### src/fqkd_pkg.sv
// Package for the key-delete FIFO: widths, operation and status codes,
// and the command struct broadcast to the cell row. No dependencies.
package fqkd_pkg;

  localparam int DEPTH = 16;
  localparam int KEY_W = 32;
  localparam int OP_W  = 2;
  localparam int ST_W  = 2;
  localparam int OCC_W = 5;
  localparam int CNT_W = $clog2(DEPTH + 1);

  typedef enum logic [OP_W-1:0] {
    OP_ENQ = 2'd0,
    OP_DEQ = 2'd1,
    OP_REM = 2'd2,
    OP_NOP = 2'd3
  } op_t;

  typedef enum logic [ST_W-1:0] {
    ST_OK        = 2'd0,
    ST_EMPTY     = 2'd1,
    ST_NOT_FOUND = 2'd2,
    ST_FULL      = 2'd3
  } status_t;

  typedef logic signed [KEY_W-1:0] key_t;
  typedef logic [CNT_W-1:0]        cnt_t;

  // Command seen by every cell in the cycle a request is accepted.
  typedef struct packed {
    logic enq;
    logic deq;
    logic rem;
    key_t key;
  } cell_cmd_t;

endpackage

### src/fqkd_if.sv
// Valid/ready channel interfaces for requests and results.
// Depends on fqkd_pkg for field widths.
interface fqkd_req_if;
  logic                            valid;
  logic                            ready;
  logic [fqkd_pkg::OP_W-1:0]       op;
  logic signed [fqkd_pkg::KEY_W-1:0] key;

  modport source (output valid, output op, output key, input ready);
  modport sink   (input valid, input op, input key, output ready);
endinterface

interface fqkd_res_if;
  logic                              valid;
  logic                              ready;
  logic signed [fqkd_pkg::KEY_W-1:0] value;
  logic [fqkd_pkg::ST_W-1:0]         status;
  logic [fqkd_pkg::OCC_W-1:0]        occupancy;
  logic                              empty_res;

  modport source (output valid, output value, output status, output occupancy,
                  output empty_res, input ready);
  modport sink   (input valid, input value, input status, input occupancy,
                  input empty_res, output ready);
endinterface

### src/fqkd_cell.sv
// One storage cell of the queue row: holds a key, compares it with the
// request key and takes its right neighbor's key to close a gap. Uses fqkd_pkg.
module fqkd_cell (
  input  logic                clk,
  input  fqkd_pkg::cell_cmd_t cmd,
  input  logic                tail,      // this cell is the first free slot
  input  logic                occ,       // this cell holds a live entry
  input  logic                seen_in,   // a match lies to the left
  input  fqkd_pkg::key_t      right_key,
  output logic                seen_out,
  output fqkd_pkg::key_t      key_q
);
  import fqkd_pkg::*;

  logic match;
  logic shift;

  assign match    = cmd.rem && occ && (key_q == cmd.key);
  assign seen_out = seen_in || match;
  // Dequeue shifts the whole row; remove shifts from the match onward.
  assign shift    = cmd.deq || (cmd.rem && seen_out);

  always_ff @(posedge clk) begin
    if (shift) begin
      key_q <= right_key;
    end else if (cmd.enq && tail) begin
      key_q <= cmd.key;
    end
  end

endmodule

### src/fifo_queue_with_key_delete_unit.sv
// Top level of the key-delete FIFO: a row of fqkd_cell instances plus the
// occupancy counter and the result register. Uses fqkd_pkg and fqkd_if.
//
// req : valid/ready request channel with op and key. Enqueue puts key at the
//       tail, dequeue pops the head, remove deletes the first entry from the
//       head whose key equals key and closes the gap. Op code 3 reports ok.
// res : one result per request: the popped key (zero otherwise), a status
//       (ok, empty, not found, full), the occupancy after it and an empty flag.
// Timing: a request executes in the cycle it is accepted. Every cell compares
//   its key with the request key in parallel, a match flag ripples along the
//   row to find the first hit, and the cells at and behind the hit take their
//   right neighbor's key on the same edge. res shows the result in the next
//   cycle. One request per cycle unless res stalls, set by the single result
//   register: req.ready is high whenever it is empty or being taken.
// Reset: rst (synchronous, active high) empties the queue and drops any
//   pending result. Cell contents are not cleared; only live entries are read.
// Stall: while res is stalled with a result pending, req.ready is low and the
//   queue holds its state.
module fifo_queue_with_key_delete_unit (
  input  logic      clk,
  input  logic      rst,
  fqkd_req_if.sink  req,
  fqkd_res_if.source res
);
  import fqkd_pkg::*;

  cnt_t      count;
  cnt_t      count_next;
  logic      accept;
  logic      full;
  logic      nonempty;
  cell_cmd_t cmd;
  key_t      keys [DEPTH];
  logic      seen [DEPTH+1];
  logic      hit;
  status_t   status_next;
  key_t      value_next;

  assign full     = (count == CNT_W'(DEPTH));
  assign nonempty = (count != '0);

  // Accept a request whenever the result slot is free or draining.
  assign req.ready = !res.valid || res.ready;
  assign accept    = req.valid && req.ready;

  // Broadcast the command; gate failing operations so no cell moves.
  assign cmd.enq = accept && (req.op == OP_ENQ) && !full;
  assign cmd.deq = accept && (req.op == OP_DEQ) && nonempty;
  assign cmd.rem = accept && (req.op == OP_REM);
  assign cmd.key = req.key;

  assign seen[0] = 1'b0;

  for (genvar i = 0; i < DEPTH; i++) begin : g_cell
    fqkd_cell u_cell (
      .clk       (clk),
      .cmd       (cmd),
      .tail      (CNT_W'(i) == count),
      .occ       (CNT_W'(i) < count),
      .seen_in   (seen[i]),
      .right_key ((i + 1 < DEPTH) ? keys[(i + 1) % DEPTH] : keys[i]),
      .seen_out  (seen[i+1]),
      .key_q     (keys[i])
    );
  end

  assign hit = seen[DEPTH];

  // Next count, status and popped value.
  always_comb begin
    count_next  = count;
    status_next = ST_OK;
    value_next  = '0;
    if (accept) begin
      case (req.op)
        OP_ENQ: begin
          if (full) status_next = ST_FULL;
          else      count_next  = count + CNT_W'(1);
        end
        OP_DEQ: begin
          if (!nonempty) begin
            status_next = ST_EMPTY;
          end else begin
            value_next = keys[0];
            count_next = count - CNT_W'(1);
          end
        end
        OP_REM: begin
          if (hit) count_next  = count - CNT_W'(1);
          else     status_next = ST_NOT_FOUND;
        end
        default: ;
      endcase
    end
  end

  always_ff @(posedge clk) begin
    if (rst) begin
      count     <= '0;
      res.valid <= 1'b0;
    end else begin
      count <= count_next;
      if (accept) begin
        res.valid <= 1'b1;
      end else if (res.ready) begin
        res.valid <= 1'b0;
      end
    end
  end

  // Result payload: load on accept, hold otherwise.
  always_ff @(posedge clk) begin
    if (accept) begin
      res.value     <= value_next;
      res.status    <= status_next;
      res.occupancy <= OCC_W'(count_next);
      res.empty_res <= (count_next == '0);
    end
  end

  a_count_bound: assert property (@(posedge clk) disable iff (rst)
    count <= CNT_W'(DEPTH))
    else $error("occupancy exceeds depth");

  a_enq_grows: assert property (@(posedge clk) disable iff (rst)
    cmd.enq |=> count == $past(count) + CNT_W'(1))
    else $error("enqueue did not advance count");

  a_hold_on_stall: assert property (@(posedge clk) disable iff (rst)
    (res.valid && !res.ready) |=> count == $past(count))
    else $error("queue changed while result stalled");

  a_empty_flag: assert property (@(posedge clk) disable iff (rst)
    res.valid |-> (res.empty_res == (res.occupancy == '0)))
    else $error("empty flag disagrees with occupancy");

endmodule
### src/flat_wrapper.sv
// flat-port wrapper written by rule: the top's interface ports become plain ports
module fifo_queue_with_key_delete_unit_flat import fqkd_pkg::*;
  (clk, rst, req_valid, req_op, req_key, req_ready, res_valid, res_value, res_status, res_occupancy, res_empty_res, res_ready);
  fqkd_req_if req_i ();
  fqkd_res_if res_i ();
  input  logic clk;
  input  logic rst;
  input wire logic [$bits(req_i.valid)-1:0] req_valid;
  input wire logic [$bits(req_i.op)-1:0] req_op;
  input wire logic [$bits(req_i.key)-1:0] req_key;
  output wire logic [$bits(req_i.ready)-1:0] req_ready;
  output wire logic [$bits(res_i.valid)-1:0] res_valid;
  output wire logic [$bits(res_i.value)-1:0] res_value;
  output wire logic [$bits(res_i.status)-1:0] res_status;
  output wire logic [$bits(res_i.occupancy)-1:0] res_occupancy;
  output wire logic [$bits(res_i.empty_res)-1:0] res_empty_res;
  input wire logic [$bits(res_i.ready)-1:0] res_ready;
  assign req_i.valid = req_valid;
  assign req_i.op = req_op;
  assign req_i.key = req_key;
  assign req_ready = req_i.ready;
  assign res_valid = res_i.valid;
  assign res_value = res_i.value;
  assign res_status = res_i.status;
  assign res_occupancy = res_i.occupancy;
  assign res_empty_res = res_i.empty_res;
  assign res_i.ready = res_ready;
  fifo_queue_with_key_delete_unit u_core (.clk(clk), .rst(rst), .req(req_i), .res(res_i));
endmodule
### config.mk
export PLATFORM = sky130hd
export DESIGN_NAME = fifo_queue_with_key_delete_unit_flat
export DESIGN_NICKNAME = d
export VERILOG_FILES = /design/src/fqkd_pkg.sv /design/src/fqkd_if.sv /design/src/fqkd_cell.sv /design/src/fifo_queue_with_key_delete_unit.sv /design/src/flat_wrapper.sv
export SDC_FILE = /design/constraint.sdc
export NUM_CORES = 1
export LEC_CHECK = 0
export ABC_CLOCK_PERIOD_IN_PS = 6810
export BUFFER_PORTS_ARGS = -buffer_cell sky130_fd_sc_hd__buf_2
export CORE_MARGIN = 3
export CORE_UTILIZATION = 50
export DETAILED_ROUTE_END_ITERATION = 12
export PLACE_DENSITY = 0.68
export REMOVE_ABC_BUFFERS = 1
export SLEW_MARGIN = 40
export SYNTH_ARGS = -nofsm -noshare
export SYNTH_HDL_FRONTEND = slang
export SYNTH_SLANG_ARGS = --single-unit
### constraint.sdc
create_clock -name clk -period 6.81 [get_ports clk]
set_input_delay 1.0215 -clock clk [delete_from_list [all_inputs] [get_ports clk]]
set_output_delay 1.0215 -clock clk [all_outputs]
set_load 0.01 [all_outputs]
==> impl_metrics.ini <==
[setup_path]
path_cells = inv_1 > ha_1 > nand2b_1 > o311a_2 > nand2_1 > nand3_2 > or2_1 > nor3_4 > buf_4 > nand3_4 > o21bai_2 > buf_4
crit_family = simple AND/OR/NAND/NOR gates
worstPathMaxFanout = 37
crit_type = flop to flop
crit_path_end_kind = flop
crit_path_frequent_cell = buf_4
timing.critical_path.from = u_core.count[1]
start_kind = flop
crit_required_ns = 7.16
timing.rr.start = u_core.count[1]
crit_slowest_cell = o311a_2
cp_num_buf_inv = 3
cp.arrival_ns = 5.66
max_stage_delay_ns = 0.64

[synthesis]
synth_cells = 2271
syn_avg_cell_area_um2 = 13.7
synth_seq_cells = 558
synth-edff-count = 552
async_reset_ff_share_pct = 0
yosys_warnings = 0
synth_ff_type = edfxtp_1
synth.distinct_cells = 74
yosysSeqAreaShare_pct = 53.7
syn_area_mm2 = 0.0311

[sta]
period_needed_ns = 5.31
tightest_slew_ns = 0.901
final_max_slew_viol_count = 0
maxSlewHeadroom_pct = 40.0
setup_viol = 0
rsz0062_at_grt = no
setup_slack_ns = 1.50
clock_skew_ns = 0.0374
fmax_mhz = 188
fin_crit_sh_pct = 78.0
hold_viol_final = 0

[power_and_ir_drop]
p_switching_mw = 2.00
internal_power_mw = 6.18
ir_worst_vdd_mv = 0.205
p_seq_share_pct = 48.5
p_clk_share_pct = 40.6
power.density_mw_per_mm2 = 241
p_total_mw = 8.17
p_sw_share_pct = 24.4
leakagePower_nw = 11.0
power_frac_comb_pct = 10.9

[route]
wire_per_inst_um = 28.4
drc = 0
via_count = 19544
via_per_inst = 6.19
detail-route-antenna-nets = 0
drt_pre_antenna_iters = 5
drtIter0Drc = 2235
wl_um = 89600

[global_routing]
grt_pass1_vias = 19605
grtUsageTotal_pct = 26.8
grt-ovfl-total = 0
antenna_found_initial = 6
grt_max_degree = 43
grt_pass1_wl_um = 132000

[min_path]
hp-start = u_core.g_cell[0].u_cell.key_q[5]
hold_class = flop to flop

[cells_and_area]
drive_above_1_share_pct = 28.0
fin_area_mm2 = 0.0340
num-nets-final = 2324
layout_common_cells = edfxtp_1, mux2_2, xnor2_1
final_common_cell = edfxtp_1
area_delta_synth_final_pct = 9.10
utilization_pct = 55.7

[outcome]
status = complete, no violations

[placed_design]
place_hpwl_um = 65500
place_area_mm2 = 0.0320
preCtsSetupSlack_ns = 1.21
gp_congestion = 1.03
portBuffers = 79

[die]
io_pins = 80
dieArea_mm2 = 0.0653
die_y_um = 255
dieWidth_um = 255
core_area_mm2 = 0.0609
initial_core_util_pct = 51.1
num_rows = 90

[clock_network]
h-tree-depth = 2
cts_buffers = 61
cts_tree = yes
cts_setup_buffers = 0
cts_sinks = 558
clkTransAtPathRegs_ns = 0.06
cts-root-buf = clkbuf_16
clock_latency_ns = 0.65
clk_path_buf_depth = 3
postCtsHoldBufs = 0
cts_resized = 0

[run]
max-cap-violations = 0
[final timing paths]
path | to | depth (start not counted) | slack (ns)
setup / recovery | u_core.g_cell[12].u_cell.key_q[30] | 12 | 1.50
hold reg to reg | u_core.res.value[5] | 1 | 0.57
setup reg to reg | u_core.g_cell[12].u_cell.key_q[30] | 12 | 1.50
hold / removal | u_core.res.value[5] | 1 | 0.57
[cell usage after synthesis (5+ instances only)]
| cell | count | area share [%] |
|---|---|---|
| mux2_4 | 36 | 1.7 |
| nor3_1 | 17 | 0.27 |
| mux2_1 | 80 | 2.9 |
| nand4b_1 | 5 | 0.14 |
| nor4_1 | 83 | 1.7 |
| o21ai_0 | 6 | 0.097 |
| and2_1 | 35 | 0.70 |
| or3_1 | 7 | 0.14 |
| buf_1 | 6 | 0.072 |
| nand4_1 | 141 | 2.8 |
| o211ai_1 | 5 | 0.12 |
| buf_2 | 82 | 1.3 |
| nor4b_1 | 9 | 0.25 |
| or4_1 | 12 | 0.29 |
| ha_1 | 5 | 0.20 |
| inv_1 | 9 | 0.11 |
| mux2_2 | 365 | 13 |
| nand3_1 | 18 | 0.29 |
| buf_4 | 36 | 0.87 |
| edfxtp_1 | 552 | 53 |
| clkbuf_1 | 53 | 0.64 |
| nor2_1 | 37 | 0.45 |
| a21oi_1 | 8 | 0.13 |
| nand2_1 | 49 | 0.59 |
| nand2b_1 | 5 | 0.10 |
| buf_6 | 17 | 0.62 |
| nor2b_1 | 6 | 0.12 |
| xnor2_1 | 342 | 9.6 |
| xor2_1 | 175 | 4.9 |
| dfxtp_1 | 6 | 0.39 |
[worst reg2reg max path: cells and delay by family (launching register included)]
kind	cells	cell delay, ns
simple gates	6	2.10
compound gates	2	1.07
buf+inv	3	0.97
flops	1	0.49
fa+ha+maj	1	0.37
[kinds of logic (layout without fill, tap and decap cells)]
group	Yosys count	in the layout	synth area share [%]
flip-flops	558	558	53.7
XOR/XNOR	517	517	14.6
multiplexers	482	482	17.9
AND/OR/NAND/NOR	455	455	8.81
buffers and inverters	203	261	3.62
AO/OA/AOI/OAI	51	51	1.29
adder cells (fa/ha/maj)	5	5	0.201
other	0	1	0
[flip-flops by register name, summed over array words and instances, names as in the netlist]
register,flops
u_core.count,5
u_core.g_cell.u_cell.key_q,512
u_core.res.value,32
u_core.res.occupancy,5
u_core.res.status,2
u_core.res.empty_res,1
u_core.res.valid,1
[per-layer routing]
layer  vias to the layer above  GRT usage [%]  routed length, um
li1                       8485              -                  -
met1                      9975           36.9              37700
met2                       893           43.8              42500
met3                       189           4.24               6570
met4                         2           8.69               2870
met5                         -              0                 13
[power groups by stage]
| stage | sequential [mW] | clock, mW | combinational [mW] |
|---|---|---|---|
| floorplan | 4.02 | 0 | 0.511 |
| global placement | 4.03 | 0 | 0.868 |
| detailed placement | 4.03 | 0 | 0.876 |
| CTS | 3.96 | 3.36 | 0.883 |
| global route | 3.97 | 3.49 | 0.950 |
| finish | 3.96 | 3.32 | 0.891 |
[area by class of cell]
type,count,area [um^2]
inverter,9,33.8
tap,828,1040
fill,4971,27000
antenna,1,2.50
clock inverter,21,248
sequential,558,16700
multi-input combinational,1510,13400
timing repair buffer,141,866
clock buffer,90,1720
[stage by stage]
step	cells	hold WS, ns	setup TNS, ns
finish	3158	0.568	0
global route	3157	0.585	0
CTS	3157	0.573	0
detailed placement	3046	0.564	0
global placement	3046	0.558	0
floorplan	2077	0.546	-50.85
Power figures use the tool's default switching activity.
